--- config.mk ---
export PLATFORM = sky130hd
export DESIGN_NAME = cooperative_task_wakeup_scheduler_flat
export DESIGN_NICKNAME = d
export VERILOG_FILES = /design/src/rtl/cwts_pkg.sv /design/src/rtl/cwts_req_if.sv /design/src/rtl/cwts_rsp_if.sv /design/src/rtl/cwts_ctrl.sv /design/src/rtl/cwts_dp.sv /design/src/rtl/cooperative_task_wakeup_scheduler.sv /design/src/flat_wrapper.sv
export SDC_FILE = /design/constraint.sdc
export NUM_CORES = 2
export LEC_CHECK = 0
export BUFFER_PORTS_ARGS = -buffer_cell sky130_fd_sc_hd__buf_4
export CORE_AREA = 5 5 405 407
export DETAILED_ROUTE_END_ITERATION = 16
export DIE_AREA = 0 0 410 412
export MAX_ROUTING_LAYER = met4
export SLEW_MARGIN = 40
export SYNTH_ARGS = -nofsm -noshare
export SYNTH_HDL_FRONTEND = slang
export SYNTH_SLANG_ARGS = --single-unit
export TNS_END_PERCENT = 10
--- constraint.sdc ---
create_clock -name clk_i -period 6.2 [get_ports clk_i]
set_input_delay 1.24 -clock clk_i [delete_from_list [all_inputs] [get_ports clk_i]]
set_output_delay 1.24 -clock clk_i [all_outputs]
set_load 0.01 [all_outputs]
--- src/rtl/cwts_pkg.sv ---
// Shared types, field widths and codes of the task wake-up scheduler.
package cwts_pkg;

  localparam int FUNC_W     = 2;
  localparam int TICK_W     = 32;
  localparam int SLOT_IDX_W = 4;
  localparam int STATUS_W   = 3;

  localparam logic [FUNC_W-1:0] FUNC_PICK  = 2'd0;
  localparam logic [FUNC_W-1:0] FUNC_YIELD = 2'd1;
  localparam logic [FUNC_W-1:0] FUNC_WRITE = 2'd2;

  localparam logic [STATUS_W-1:0] ST_STARTING = 3'd0;
  localparam logic [STATUS_W-1:0] ST_RUNNING  = 3'd1;
  localparam logic [STATUS_W-1:0] ST_NOW      = 3'd2;
  localparam logic [STATUS_W-1:0] ST_CTXSW    = 3'd3;
  localparam logic [STATUS_W-1:0] ST_WAIT     = 3'd4;
  localparam logic [STATUS_W-1:0] ST_SYNCWAIT = 3'd5;
  localparam logic [STATUS_W-1:0] ST_SLEEPING = 3'd6;
  localparam logic [STATUS_W-1:0] ST_TIMEOUT  = 3'd7;

  typedef struct packed {
    logic [FUNC_W-1:0]     func;
    logic [TICK_W-1:0]     now_tick;
    logic [SLOT_IDX_W-1:0] slot_index;
    logic [STATUS_W-1:0]   new_status;
    logic [TICK_W-1:0]     time_value;
    logic [TICK_W-1:0]     nice_ticks;
    logic                  present_flag;
  } cwts_req_t;

  typedef struct packed {
    logic                  found;
    logic [SLOT_IDX_W-1:0] chosen_slot;
    logic [TICK_W-1:0]     sleep_ticks;
    logic [TICK_W-1:0]     late_ticks;
    logic [STATUS_W-1:0]   chosen_status;
  } cwts_rsp_t;

  typedef struct packed {
    logic accept;
    logic walk;
    logic commit;
    logic exec;
  } cwts_cmd_t;

  typedef struct packed {
    logic [FUNC_W-1:0] req_func;
    logic              any_present;
    logic              walk_stop;
    logic              walk_have;
    logic              out_free;
  } cwts_stat_t;

endpackage

--- src/rtl/cwts_req_if.sv ---
// Request channel of the task wake-up scheduler.
interface cwts_req_if import cwts_pkg::*; ();
  logic                  valid;
  logic                  ready;
  logic [FUNC_W-1:0]     func;
  logic [TICK_W-1:0]     now_tick;
  logic [SLOT_IDX_W-1:0] slot_index;
  logic [STATUS_W-1:0]   new_status;
  logic [TICK_W-1:0]     time_value;
  logic [TICK_W-1:0]     nice_ticks;
  logic                  present_flag;

  modport source (
    output valid, func, now_tick, slot_index, new_status, time_value, nice_ticks,
           present_flag,
    input  ready
  );
  modport sink (
    input  valid, func, now_tick, slot_index, new_status, time_value, nice_ticks,
           present_flag,
    output ready
  );
endinterface

--- src/rtl/cwts_rsp_if.sv ---
// Response channel of the task wake-up scheduler.
interface cwts_rsp_if import cwts_pkg::*; ();
  logic                  valid;
  logic                  ready;
  logic                  found;
  logic [SLOT_IDX_W-1:0] chosen_slot;
  logic [TICK_W-1:0]     sleep_ticks;
  logic [TICK_W-1:0]     late_ticks;
  logic [STATUS_W-1:0]   chosen_status;

  modport source (
    output valid, found, chosen_slot, sleep_ticks, late_ticks, chosen_status,
    input  ready
  );
  modport sink (
    input  valid, found, chosen_slot, sleep_ticks, late_ticks, chosen_status,
    output ready
  );
endinterface

--- src/rtl/cwts_ctrl.sv ---
// Controller state machine: sequences accept, slot walk, commit and plain operations.
module cwts_ctrl import cwts_pkg::*; (
  input  logic       clk_i,
  input  logic       rst_ni,
  input  logic       in_valid_i,
  output logic       in_ready_o,
  input  cwts_stat_t stat_i,
  output cwts_cmd_t  cmd_o
);

  typedef enum logic [1:0] {S_IDLE, S_WALK, S_COMMIT, S_EXEC} state_e;

  state_e state_q, state_d;
  logic   rdy_q;

  always_comb begin
    state_d = state_q;
    cmd_o   = '0;
    case (state_q)
      S_IDLE: begin
        if (in_valid_i && rdy_q) begin
          cmd_o.accept = 1'b1;
          if (stat_i.req_func == FUNC_PICK && stat_i.any_present) begin
            state_d = S_WALK;
          end else begin
            state_d = S_EXEC;
          end
        end
      end
      S_WALK: begin
        cmd_o.walk = 1'b1;
        if (stat_i.walk_stop) begin
          state_d = stat_i.walk_have ? S_COMMIT : S_EXEC;
        end
      end
      S_COMMIT: begin
        if (stat_i.out_free) begin
          cmd_o.commit = 1'b1;
          state_d      = S_IDLE;
        end
      end
      S_EXEC: begin
        if (stat_i.out_free) begin
          cmd_o.exec = 1'b1;
          state_d    = S_IDLE;
        end
      end
      default: state_d = S_IDLE;
    endcase
  end

  always_ff @(posedge clk_i or negedge rst_ni) begin
    if (!rst_ni) begin
      state_q <= S_IDLE;
      rdy_q   <= 1'b1;
    end else begin
      state_q <= state_d;
      rdy_q   <= (state_d == S_IDLE);
    end
  end

  assign in_ready_o = rdy_q;

endmodule

--- src/rtl/cwts_dp.sv ---
// Datapath: task table memories, ring walk, candidate registers and result register.
module cwts_dp import cwts_pkg::*; #(
  parameter int TASK_SLOTS = 16,
  parameter int TIME_BITS  = 32
) (
  input  logic       clk_i,
  input  logic       rst_ni,
  input  cwts_cmd_t  cmd_i,
  output cwts_stat_t stat_o,
  input  cwts_req_t  req_i,
  input  logic       rsp_ready_i,
  output logic       rsp_valid_o,
  output cwts_rsp_t  rsp_o
);

  localparam int SW = $clog2(TASK_SLOTS);

  typedef logic [SW-1:0]        slot_t;
  typedef logic [TIME_BITS-1:0] tick_t;

  // First present slot after 'from' in ring order.
  function automatic slot_t next_present(slot_t from, logic [TASK_SLOTS-1:0] pres);
    logic [TASK_SLOTS-1:0] above;
    slot_t                 lo_all;
    slot_t                 lo_above;
    above    = '0;
    lo_all   = '0;
    lo_above = '0;
    for (int i = 0; i < TASK_SLOTS; i++) begin
      above[i] = pres[i] && (i > int'(from));
    end
    for (int i = TASK_SLOTS - 1; i >= 0; i--) begin
      if (pres[i]) lo_all = slot_t'(i);
      if (above[i]) lo_above = slot_t'(i);
    end
    return (|above) ? lo_above : lo_all;
  endfunction

  // Task table.
  logic [STATUS_W-1:0] st_mem   [TASK_SLOTS];
  tick_t               wake_mem [TASK_SLOTS];
  tick_t               nice_mem [TASK_SLOTS];

  logic [TASK_SLOTS-1:0] present_q;
  slot_t                 cur_q;
  logic                  cur_valid_q;
  logic                  have_q;
  logic                  out_valid_q;

  logic [FUNC_W-1:0]     func_q;
  tick_t                 now_q;
  logic [SLOT_IDX_W-1:0] slot_q;
  logic [STATUS_W-1:0]   ns_q;
  tick_t                 tv_q;
  tick_t                 nice_in_q;
  logic                  pres_q;

  slot_t               first_q;
  slot_t               eval_pos_q;
  logic [STATUS_W-1:0] rd_st_q;
  tick_t               rd_wake_q;
  tick_t               nice_rd_q;

  slot_t               cand_q;
  tick_t               cand_wake_q;
  logic [STATUS_W-1:0] cand_st_q;
  logic                cand_imm_q;

  cwts_rsp_t rsp_q;

  slot_t start_pos;
  slot_t np;
  logic  rd_en;
  logic  more;

  logic  waitlike;
  logic  compet;
  logic  imm;
  logic  skip;
  logic  take;
  tick_t new_wake;
  logic  new_have;
  logic  stop;

  logic [STATUS_W-1:0] pick_ns;
  tick_t               diff_sleep;
  tick_t               diff_late;

  tick_t               tv_or_nice;
  tick_t               y_wake;
  logic [STATUS_W-1:0] y_st;
  logic                slot_ok;
  slot_t               slot_addr;

  logic                st_we;
  logic                wake_we;
  logic                nice_we;
  logic                pres_we;
  slot_t               wr_addr;
  logic [STATUS_W-1:0] st_wd;
  tick_t               wake_wd;

  // Walk addressing: at accept the walk starts after the current slot.
  assign start_pos = cur_valid_q ? cur_q : slot_t'(TASK_SLOTS - 1);
  assign np        = next_present(cmd_i.accept ? start_pos : eval_pos_q, present_q);
  assign rd_en     = cmd_i.accept || cmd_i.walk;
  assign more      = (np != first_q);

  // Evaluation of the slot whose entry was read last cycle.
  always_comb begin
    waitlike = (rd_st_q inside {ST_WAIT, ST_SYNCWAIT});
    compet   = waitlike || (rd_st_q == ST_SLEEPING);
    imm      = !compet;
    skip     = waitlike && (rd_wake_q == '0);
    take     = imm || (compet && !skip && (!have_q || (cand_wake_q > rd_wake_q)));
    if (imm) begin
      new_wake = now_q;
    end else if (take) begin
      new_wake = rd_wake_q;
    end else begin
      new_wake = cand_wake_q;
    end
    new_have = have_q || take;
    stop     = imm || (compet && !skip && (new_wake <= now_q)) || !more;
  end

  always_comb begin
    pick_ns    = (cand_st_q inside {ST_WAIT, ST_SYNCWAIT}) ? ST_TIMEOUT : ST_RUNNING;
    diff_sleep = (cand_wake_q > now_q) ? (cand_wake_q - now_q) : '0;
    diff_late  = (cand_wake_q > now_q) ? '0 : (now_q - cand_wake_q);
  end

  // Yield: new wake time and status of the current task.
  always_comb begin
    tv_or_nice = (tv_q != '0) ? tv_q : nice_rd_q;
    y_st       = ns_q;
    case (ns_q)
      ST_CTXSW: begin
        y_wake = now_q + tv_or_nice;
        y_st   = ST_SLEEPING;
      end
      ST_WAIT, ST_SYNCWAIT: y_wake = (tv_q == '0) ? '0 : (now_q + tv_q);
      ST_SLEEPING:          y_wake = now_q + tv_q;
      default:              y_wake = now_q;
    endcase
  end

  assign slot_ok   = ({4'b0, slot_q} < 8'(TASK_SLOTS));
  assign slot_addr = slot_t'(slot_q);

  // Table write port.
  always_comb begin
    st_we   = 1'b0;
    wake_we = 1'b0;
    nice_we = 1'b0;
    pres_we = 1'b0;
    wr_addr = cand_q;
    st_wd   = pick_ns;
    wake_wd = now_q;
    if (cmd_i.commit) begin
      st_we   = 1'b1;
      wake_we = cand_imm_q;
    end else if (cmd_i.exec) begin
      if (func_q == FUNC_YIELD && cur_valid_q) begin
        wr_addr = cur_q;
        st_we   = 1'b1;
        wake_we = 1'b1;
        st_wd   = y_st;
        wake_wd = y_wake;
      end else if (func_q == FUNC_WRITE && slot_ok) begin
        wr_addr = slot_addr;
        st_we   = 1'b1;
        wake_we = 1'b1;
        nice_we = 1'b1;
        pres_we = 1'b1;
        st_wd   = ns_q;
        wake_wd = tv_q;
      end
    end
  end

  always_ff @(posedge clk_i) begin
    if (st_we) st_mem[wr_addr] <= st_wd;
    if (wake_we) wake_mem[wr_addr] <= wake_wd;
    if (nice_we) nice_mem[wr_addr] <= nice_in_q;
    if (rd_en) begin
      rd_st_q   <= st_mem[np];
      rd_wake_q <= wake_mem[np];
    end
    if (cmd_i.accept) nice_rd_q <= nice_mem[cur_q];
  end

  always_ff @(posedge clk_i or negedge rst_ni) begin
    if (!rst_ni) begin
      present_q   <= '0;
      cur_q       <= '0;
      cur_valid_q <= 1'b0;
      have_q      <= 1'b0;
      out_valid_q <= 1'b0;
    end else begin
      if (cmd_i.accept) begin
        have_q <= 1'b0;
      end else if (cmd_i.walk) begin
        have_q <= new_have;
      end
      if (pres_we) present_q[slot_addr] <= pres_q;
      if (cmd_i.commit) begin
        cur_q       <= cand_q;
        cur_valid_q <= 1'b1;
      end
      if (cmd_i.commit || cmd_i.exec) begin
        out_valid_q <= 1'b1;
      end else if (rsp_ready_i) begin
        out_valid_q <= 1'b0;
      end
    end
  end

  always_ff @(posedge clk_i) begin
    if (cmd_i.accept) begin
      func_q     <= req_i.func;
      now_q      <= tick_t'(req_i.now_tick);
      slot_q     <= req_i.slot_index;
      ns_q       <= req_i.new_status;
      tv_q       <= tick_t'(req_i.time_value);
      nice_in_q  <= tick_t'(req_i.nice_ticks);
      pres_q     <= req_i.present_flag;
      first_q    <= np;
      eval_pos_q <= np;
    end else if (cmd_i.walk) begin
      eval_pos_q <= np;
      if (take) begin
        cand_q      <= eval_pos_q;
        cand_wake_q <= new_wake;
        cand_st_q   <= rd_st_q;
        cand_imm_q  <= imm;
      end
    end
    if (cmd_i.commit) begin
      rsp_q.found         <= 1'b1;
      rsp_q.chosen_slot   <= SLOT_IDX_W'(cand_q);
      rsp_q.sleep_ticks   <= TICK_W'(diff_sleep);
      rsp_q.late_ticks    <= TICK_W'(diff_late);
      rsp_q.chosen_status <= pick_ns;
    end else if (cmd_i.exec) begin
      rsp_q <= '0;
    end
  end

  assign stat_o.req_func    = req_i.func;
  assign stat_o.any_present = |present_q;
  assign stat_o.walk_stop   = stop;
  assign stat_o.walk_have   = new_have;
  assign stat_o.out_free    = !out_valid_q || rsp_ready_i;

  assign rsp_valid_o = out_valid_q;
  assign rsp_o       = rsp_q;

endmodule

--- src/rtl/cooperative_task_wakeup_scheduler.sv ---
// Top level of the cooperative task wake-up scheduler.
//
// One request channel (req_i) and one response channel (rsp_o), each a
// valid/ready interface; a word moves at a clock edge with valid and ready high.
// Every request word gives exactly one response word. A pick (func 0) walks the
// present task slots in ring order after the current slot, one slot per cycle,
// since each step reads the single-ported task table; the walk visits at most
// the number of present slots, so at most TASK_SLOTS. Yield (func 1), slot
// write (func 2), the unused code and a pick with no present slot skip the walk.
// One request is worked on at a time; ready rises again once the result sits
// in the output register. If the receiver stalls, the finished word waits in
// the output register and the block still takes the next request, holding its
// result until the register frees. Reset detaches every slot and clears the
// current task, so the first pick starts at the lowest present slot.
module cooperative_task_wakeup_scheduler import cwts_pkg::*; #(
  parameter int TASK_SLOTS = 16,
  parameter int TIME_BITS  = 32
) (
  input logic       clk_i,
  input logic       rst_ni,
  cwts_req_if.sink   req_i,
  cwts_rsp_if.source rsp_o
);

  cwts_cmd_t  cmd;
  cwts_stat_t stat;
  cwts_req_t  req;
  cwts_rsp_t  rsp;
  logic       rsp_valid;

  assign req.func         = req_i.func;
  assign req.now_tick     = req_i.now_tick;
  assign req.slot_index   = req_i.slot_index;
  assign req.new_status   = req_i.new_status;
  assign req.time_value   = req_i.time_value;
  assign req.nice_ticks   = req_i.nice_ticks;
  assign req.present_flag = req_i.present_flag;

  cwts_ctrl u_ctrl (
    .clk_i      (clk_i),
    .rst_ni     (rst_ni),
    .in_valid_i (req_i.valid),
    .in_ready_o (req_i.ready),
    .stat_i     (stat),
    .cmd_o      (cmd)
  );

  cwts_dp #(
    .TASK_SLOTS (TASK_SLOTS),
    .TIME_BITS  (TIME_BITS)
  ) u_dp (
    .clk_i       (clk_i),
    .rst_ni      (rst_ni),
    .cmd_i       (cmd),
    .stat_o      (stat),
    .req_i       (req),
    .rsp_ready_i (rsp_o.ready),
    .rsp_valid_o (rsp_valid),
    .rsp_o       (rsp)
  );

  assign rsp_o.valid         = rsp_valid;
  assign rsp_o.found         = rsp.found;
  assign rsp_o.chosen_slot   = rsp.chosen_slot;
  assign rsp_o.sleep_ticks   = rsp.sleep_ticks;
  assign rsp_o.late_ticks    = rsp.late_ticks;
  assign rsp_o.chosen_status = rsp.chosen_status;

  a_one_cmd: assert property (@(posedge clk_i) disable iff (!rst_ni)
    $onehot0({cmd.accept, cmd.walk, cmd.commit, cmd.exec}))
    else $error("more than one controller command in a cycle");

  a_busy_after_accept: assert property (@(posedge clk_i) disable iff (!rst_ni)
    (req_i.valid && req_i.ready) |=> !req_i.ready)
    else $error("request taken while a word is still in work");

  a_commit_result: assert property (@(posedge clk_i) disable iff (!rst_ni)
    cmd.commit |=> (rsp_o.valid && rsp_o.found))
    else $error("pick commit did not present a found result");

  a_exec_result: assert property (@(posedge clk_i) disable iff (!rst_ni)
    cmd.exec |=> (rsp_o.valid && !rsp_o.found))
    else $error("plain operation did not present an empty result");

endmodule

--- src/flat_wrapper.sv ---
// flat-port wrapper written by rule: the top's interface ports become plain ports
module cooperative_task_wakeup_scheduler_flat import cwts_pkg::*;
#(
  parameter int TASK_SLOTS = 16,
  parameter int TIME_BITS  = 32
)
  (clk_i, rst_ni, req_i_valid, req_i_func, req_i_now_tick, req_i_slot_index, req_i_new_status, req_i_time_value, req_i_nice_ticks, req_i_present_flag, req_i_ready, rsp_o_valid, rsp_o_found, rsp_o_chosen_slot, rsp_o_sleep_ticks, rsp_o_late_ticks, rsp_o_chosen_status, rsp_o_ready);
  cwts_req_if req_i_i ();
  cwts_rsp_if rsp_o_i ();
  input logic clk_i;
  input logic rst_ni;
  input wire logic [$bits(req_i_i.valid)-1:0] req_i_valid;
  input wire logic [$bits(req_i_i.func)-1:0] req_i_func;
  input wire logic [$bits(req_i_i.now_tick)-1:0] req_i_now_tick;
  input wire logic [$bits(req_i_i.slot_index)-1:0] req_i_slot_index;
  input wire logic [$bits(req_i_i.new_status)-1:0] req_i_new_status;
  input wire logic [$bits(req_i_i.time_value)-1:0] req_i_time_value;
  input wire logic [$bits(req_i_i.nice_ticks)-1:0] req_i_nice_ticks;
  input wire logic [$bits(req_i_i.present_flag)-1:0] req_i_present_flag;
  output wire logic [$bits(req_i_i.ready)-1:0] req_i_ready;
  output wire logic [$bits(rsp_o_i.valid)-1:0] rsp_o_valid;
  output wire logic [$bits(rsp_o_i.found)-1:0] rsp_o_found;
  output wire logic [$bits(rsp_o_i.chosen_slot)-1:0] rsp_o_chosen_slot;
  output wire logic [$bits(rsp_o_i.sleep_ticks)-1:0] rsp_o_sleep_ticks;
  output wire logic [$bits(rsp_o_i.late_ticks)-1:0] rsp_o_late_ticks;
  output wire logic [$bits(rsp_o_i.chosen_status)-1:0] rsp_o_chosen_status;
  input wire logic [$bits(rsp_o_i.ready)-1:0] rsp_o_ready;
  assign req_i_i.valid = req_i_valid;
  assign req_i_i.func = req_i_func;
  assign req_i_i.now_tick = req_i_now_tick;
  assign req_i_i.slot_index = req_i_slot_index;
  assign req_i_i.new_status = req_i_new_status;
  assign req_i_i.time_value = req_i_time_value;
  assign req_i_i.nice_ticks = req_i_nice_ticks;
  assign req_i_i.present_flag = req_i_present_flag;
  assign req_i_ready = req_i_i.ready;
  assign rsp_o_valid = rsp_o_i.valid;
  assign rsp_o_found = rsp_o_i.found;
  assign rsp_o_chosen_slot = rsp_o_i.chosen_slot;
  assign rsp_o_sleep_ticks = rsp_o_i.sleep_ticks;
  assign rsp_o_late_ticks = rsp_o_i.late_ticks;
  assign rsp_o_chosen_status = rsp_o_i.chosen_status;
  assign rsp_o_i.ready = rsp_o_ready;
  cooperative_task_wakeup_scheduler #(.TASK_SLOTS(TASK_SLOTS), .TIME_BITS(TIME_BITS)) u_core (.clk_i(clk_i), .rst_ni(rst_ni), .req_i(req_i_i), .rsp_o(rsp_o_i));
endmodule
**After elaboration in Yosys (flattened, before gate mapping)**

Memories as Yosys holds them, arrays and structs flattened. A register that Yosys moved wholly into a read port is not among the register bits.
Cells that the tools add are included.

- Logic and storage cells: 213
- Flip-flop bits (word level): 252
- Output and inout port bits: 74
- Memory bits (writable): 1072
- Memories: 3

Memory list:

| name | depth | bits a word | rd ports | clocked after Yosys merged registers in | wr ports | line | RTL |
|---|---|---|---|---|---|---|---|
| u_core.u_dp.nice_mem | 16 | 32 | 1 | 1 | 1 | cwts_dp.sv:42 | `tick_t nice_mem [TASK_SLOTS];` |
| u_core.u_dp.wake_mem | 16 | 32 | 1 | 1 | 1 | cwts_dp.sv:41 | `tick_t wake_mem [TASK_SLOTS];` |
| u_core.u_dp.st_mem | 16 | 3 | 1 | 1 | 1 | cwts_dp.sv:40 | `logic [STATUS_W-1:0] st_mem [TASK_SLOTS];` |

- Magnitude comparators: 20
- Bitwise gates (word level): 1
- Eq/ne operators: 15
- Add/subtract/negate cells: 4
- Reductions and logical operators: 53
- Mux-type cells: 92

Operators with widths:

| operator | count |
|---|---|
| two-way mux 32 bit | 10 |
| two-way mux 4 bit | 40 |
| two-way mux 71 bit | 2 |
| one-hot mux 32 bit (3 select lines) | 1 |
| adder 32 bit | 2 |
| greater-than comparator 32 bit | 2 |
| zero test 32 bit | 2 |
| subtractor 32 bit | 2 |
| greater-than comparator 4 bit (first input constant) | 8 |
| <= comparator 32 bit | 1 |
| nonzero test 32 bit | 1 |
| two-way mux 1 bit | 26 |
| == test 3 bit (second input constant) | 8 |
| logical AND 1 bit | 23 |
| two-way mux 3 bit | 6 |
| bitwise mux 16 bit | 1 |
| greater-than comparator 3 x 4 -> 1 bit (first input constant) | 4 |
| OR reduction 16 bit | 1 |
| OR reduction 15 bit | 1 |
| nonzero test 2 bit | 5 |
| logical OR 1 bit | 9 |
| greater-than comparator 2 x 4 -> 1 bit (first input constant) | 2 |
| two-way mux 2 bit | 4 |
| == test 2 bit (second input constant) | 3 |
| 13 further kinds | 21 |

**Logic depth before layout (Yosys ltp)**

- Depth in word-level cells: 28
- Depth in mapped cells: 24

**Cells and area by module**

From an unflattened synthesis, not the netlist that was laid out.

- Cells, all modules: 4171
- Area total of the unflattened synthesis: 63487.1 um^2

Modules (own cells, without submodules):

| module | cells an instance | area each (um^2) | sequential area each (um^2) | times used |
|---|---|---|---|---|
| cwts_dp | 4156 | 63322.0 | 41494.8 | 1 |
| cwts_ctrl | 15 | 165.2 | 76.3 | 1 |

**Least setup slack after synthesis**

OpenSTA, ideal clock, no wires.

- Path type: input to register
- From: in req_i_valid
- To: reg u_core.u_dp.rd_st_q[0], read port of u_core.u_dp.st_mem, data pin
- Setup slack: 1.190 ns
- Stages: 13
- Arrival time: 4.754 ns
- Path buffers: 2
- Data required time: 5.944 ns
- Path through: nand4bb_4 -> inv_2 -> buf_4 -> nand3_1 -> a21o_1 -> a22oi_1 -> nand4b_1 -> a2111o_1 -> nand2_4 -> nor3b_4 -> buf_6 -> a32oi_1 -> and4_1

- Word-level cells in the longest chain between the ends: 22

RTL lines:

| element | line | RTL |
|---|---|---|
| start: declaration | flat_wrapper.sv:12 | `input wire logic [$bits(req_i_i.valid)-1:0] req_i_valid;` |
| logical AND 1 bit (*) | cwts_ctrl.sv:21 | `if (in_valid_i && rdy_q) begin` |
| two-way mux 1 bit (*) | cwts_ctrl.sv:21 |  |
| two-way mux 1 bit (*) | cwts_ctrl.sv:19 | `case (state_q)` |
| two-way mux 4 bit (*) | cwts_dp.sv:105 | `assign np = next_present(cmd_i.accept ? start_pos : eval_pos_q, present_q);` |
| greater-than comparator 4 bit | cwts_dp.sv:30 | `above[i] = pres[i] && (i > int'(from));` |
| logical AND 1 bit | cwts_dp.sv:30 |  |
| two-way mux 4 bit (15 in series) | cwts_dp.sv:34 | `if (above[i]) lo_above = slot_t'(i);` |
| two-way mux 4 bit (*) | cwts_dp.sv:36 | `return (\|above) ? lo_above : lo_all;` |
| net u_core.u_dp.np[1] | cwts_dp.sv:72 | `slot_t np;` |
| end: declaration | cwts_dp.sv:60 | `logic [STATUS_W-1:0] rd_st_q;` |

The timed path passes the listed nets; every way through them passes the cells marked *.
A chain may end at the register's enable or synchronous reset.

**Worst setup path in the final report**

- From: reg u_core.u_dp.tv_q[16]
- To: mem u_core.u_dp.wake_mem[12][30] (netlist name), data pin

- Word-level cells in the longest chain between the ends: 7

RTL lines:

| element | line | RTL |
|---|---|---|
| start: declaration | cwts_dp.sv:54 | `tick_t tv_q;` |
| start signal: assignment | cwts_dp.sv:225 | `tv_q <= tick_t'(req_i.time_value);` |
| nonzero test 32 bit | cwts_dp.sv:135 | `tv_or_nice = (tv_q != '0) ? tv_q : nice_rd_q;` |
| two-way mux 32 bit | cwts_dp.sv:135 |  |
| adder 32 bit | cwts_dp.sv:139 | `y_wake = now_q + tv_or_nice;` |
| one-hot mux 32 bit (3 select lines) (*) | cwts_dp.sv:137 | `case (ns_q)` |
| two-way mux 32 bit (*) | cwts_dp.sv:164 | `if (func_q == FUNC_YIELD && cur_valid_q) begin` |
| two-way mux 32 bit (*) | cwts_dp.sv:163 | `end else if (cmd_i.exec) begin` |
| two-way mux 32 bit (*) | cwts_dp.sv:160 | `if (cmd_i.commit) begin` |
| net u_core.u_dp.wake_wd[30] | cwts_dp.sv:101 | `tick_t wake_wd;` |
| end: declaration | cwts_dp.sv:41 |  |

Marks and branches as above.

==> results.sh <==
export IMPL_maxSlewHeadroom=0.4047
export IMPL_die_height_um=412
export IMPL_nets=4730
export IMPL_row_count=147
export IMPL_p_leak_nw=25.43
export IMPL_io_pins=184
export IMPL_drt_first_pass_iters=6
export IMPL_syn_to_final_growth_pct=15.64
export IMPL_synth_flop_cell="edfxtp_1"
export IMPL_vias_per_cell=5.735
export IMPL_finalHoldViolCount=0
export IMPL_critPathBufInv=2
export IMPL_skew_ps=35.04
export IMPL_slew_viol_final=0
export IMPL_synth_fp_nets=4464
export IMPL_grt_max_degree=134
export IMPL_clk_insertion_delay_late_ps=780
export IMPL_routed_wl_um=182700
export IMPL_critPathKind="reg2reg"
export IMPL_critPathSlowestCell="nor4_1"
export IMPL_path_depth=18
export IMPL_synth_seq_area_share=0.6714
export IMPL_vdd_drop_max_mv=0.6660
export IMPL_avgSynthCellArea_sq_um=14.88
export IMPL_start_util=0.3874
export IMPL_dieArea_sq_um=168900
export IMPL_syn_cell_area_sq_um=61910
export IMPL_fin_setup_tns_ps=0
export IMPL_portBuffers=183
export IMPL_num_vias=38009
export IMPL_end_kind="register"
export IMPL_htree_levels=4
export IMPL_async_flop_share=0.01872
export IMPL_clock_path_buffers=3
export IMPL_rsz0062_at_grt="false"
export IMPL_hold_path_class="in2async"
export IMPL_coreArea_sq_um=159800
export IMPL_ant_nets=0
export IMPL_gp_congestion=0.9145
export IMPL_cpLargestDelayFamily="simple AND/OR/NAND/NOR gates"
export IMPL_die_width_um=410
export IMPL_clk_pin_slew_ps=60
export IMPL_synth_edff_count=1362
export IMPL_synth_top_area_frac=0.6606
export IMPL_final_layout_size_suffix_gt1_frac=0.1720
export IMPL_cts_buffers=145
export IMPL_yosys_top_cells_area="edfxtp_1 66%, mux4_2 5.8%, ha_1 3.8%"
export IMPL_period_minus_slack_ps=5742
export IMPL_regToRegEndpoint="u_core.u_dp.wake_mem[12][30]"
export IMPL_reg2reg_slack_ps=460
export IMPL_synth_distinct_cells=90
export IMPL_antenna_found_initial=9
export IMPL_netlist_instances=4161
export IMPL_gr_total_overflow=0
export IMPL_drc=0
export IMPL_startpoint="u_core.u_dp.tv_q[16]"
export IMPL_drv_cap=0
export IMPL_ys_ff_latch=1389
export IMPL_post_cts_setup_buffers=0
export IMPL_fin_crit_sh=0.9261
export IMPL_cp_required_ps=6810
export IMPL_grt_use_total=0.2190
export IMPL_critical_path_arrival_ps=6360
export IMPL_r2r_start="u_core.u_dp.tv_q[16]"
export IMPL_fmax_ghz=0.1742
export IMPL_dpl_hpwl_um=118100
export IMPL_yosys_warnings=0
export IMPL_clockRootBuffer="clkbuf_16"
export IMPL_worstPathCellList="nor4_1 > nand4_1 > nor2_4 > a21o_1 > ha_1 > inv_1 > fa_1 > nor2b_1 > o21ai_0 > a21boi_0 > o221a_2 > o41a_1 > a21oi_1 > o211ai_1 > nand2_1 > or3b_2 > a31oi_1 > buf_4"
export IMPL_start_kind="register"
export IMPL_hold_buffers=0
export IMPL_cts_tree="yes"
export IMPL_grt_pass1_vias=37554
export IMPL_slowest_delay_ps=540
export IMPL_path_max_fanout=16
export IMPL_grt_first_pass_wirelength_um=263400
export IMPL_drt_iter0_drc=3769
export IMPL_wire_per_inst_um=27.56
export IMPL_yosys_area_top_type="edfxtp_1"
export IMPL_cts_resized=0
export IMPL_yosysMostFrequentCell="edfxtp_1"
export IMPL_ys_top_cells_by_count="1362 x edfxtp_1, 425 x nand2_1, 239 x nor2_1, 189 x ha_1, 184 x a21oi_1"
export IMPL_clkSinkCount=1389
export IMPL_reg2reg_depth=18
export IMPL_final_cells=6628
export IMPL_powerDensity_nw_per_um2=526.1
export IMPL_status="completed"
export IMPL_worst_pin_slew_ps=893.0
export IMPL_dp_cells=6365
export IMPL_crit_path_end="u_core.u_dp.wake_mem[12][30]"
export IMPL_finalSetupViolCount=0
## cells by family (layout without fill, tap and decap cells)
kind of cell | after synthesis | in the layout | share of synthesized area
and+or+nand+nor | 944 | 944 | 0.07039
other | 0 | 2 | 0
AOI/OAI and AO/OA | 870 | 870 | 0.09656
muxes | 326 | 326 | 0.08538
buffers and inverters | 332 | 711 | 0.02162
adders and majority gates | 193 | 193 | 0.03949
xor gates and xnor gates | 107 | 107 | 0.01514
DFF | 1389 | 1389 | 0.6714
## power by group
part	internal (mW)	switching (mW)
Sequential	12.1	1.08
Clock	5.15	3.69
Combinational	5.70	9.97
## flip-flops by register name, indices dropped and copies added, names as in the netlist, 16 cells and up
signal	flops
u_core.u_dp.cand_wake_q	32
u_core.u_dp.nice_in_q	32
u_core.u_dp.nice_mem	512
u_core.u_dp.nice_rd_q	32
u_core.u_dp.now_q	32
u_core.u_dp.present_q	16
u_core.u_dp.rd_wake_q	32
u_core.u_dp.rsp_o	71
u_core.u_dp.st_mem	48
u_core.u_dp.tv_q	32
u_core.u_dp.wake_mem	512
## metal layers
layer / wire (um) / GRT usage / up-vias
li1: - / - / 16854
met1: 79040 / 0.2990 / 19405
met2: 86290 / 0.3455 / 1488
met3: 12740 / 0.03465 / 262
met4: 4628 / 0.05724 / 0
met5: 0 / - / -
## how the worst min path moves through the flow
stage,start,to,slack (ps)
floorplan,u_core.u_ctrl.state_q[1],u_core.u_ctrl.in_ready_o,460
global placement,u_core.u_dp.rsp_o[71],u_core.u_dp.rsp_o[71],480
detailed placement,u_core.u_dp.rsp_o[71],u_core.u_dp.rsp_o[71],480
CTS,rst_ni,u_core.u_dp.present_q[13],370
global route,rst_ni,u_core.u_dp.present_q[15],390
finish,rst_ni,u_core.u_dp.present_q[13],400
## cell type report
cell class | instances | area (sq um)
fill | 13932 | 88230
sequential | 1389 | 41580
multi-input combinational | 2440 | 19390
clock buffer | 190 | 3892
timing repair buffer | 314 | 2644
tap | 2086 | 2610
clock inverter | 70 | 943.4
inverter | 137 | 526.8
antenna | 2 | 5.005
## placed cells by master (no fill, tap or decap), drive strengths merged, types with 12 or more instances in the layout
| cell type | Yosys | layout |
|---|---|---|
| xor2 | 45 | 45 |
| or3 | 12 | 12 |
| a21o | 132 | 132 |
| o21ai | 160 | 160 |
| a211oi | 23 | 23 |
| mux2i | 149 | 149 |
| dfrtp | 25 | 25 |
| and3 | 21 | 21 |
| nor4 | 22 | 22 |
| nor2b | 24 | 24 |
| clkinv | 0 | 46 |
| nand2b | 18 | 18 |
| and4 | 40 | 40 |
| o22ai | 18 | 18 |
| a21oi | 187 | 187 |
| a31oi | 23 | 23 |
| nand4 | 30 | 30 |
| and2 | 17 | 17 |
| clkbuf | 122 | 190 |
| edfxtp | 1362 | 1362 |
| mux4 | 160 | 160 |
| o21bai | 17 | 17 |
| a22oi | 27 | 27 |
| inv | 137 | 143 |
| ha | 189 | 189 |
| nor3 | 35 | 35 |
| nand2 | 426 | 426 |
| mux2 | 17 | 17 |
| nor2 | 239 | 239 |
| o21a | 18 | 18 |
| xnor2 | 62 | 62 |
| buf | 73 | 314 |
| bufinv | 0 | 16 |
| nand3 | 29 | 29 |
| a32oi | 141 | 141 |
## through the flow
stage	hold slack [ps]	setup WS, ps	utilization	area, sq um	power, mW
2_1_floorplan	462.5	1190	-	61910	22.41
3_3_place_gp	477.2	431.8	0.4172	66680	28.97
3_5_place_dp	480.1	409.5	0.4174	66720	29.03
4_1_cts	372.7	394.7	0.4477	71560	37.91
5_1_grt	394.1	94.23	0.4479	71590	39.35
6_report	403.3	458.1	0.4480	71600	37.67
(Power assumes the default switching activity.)
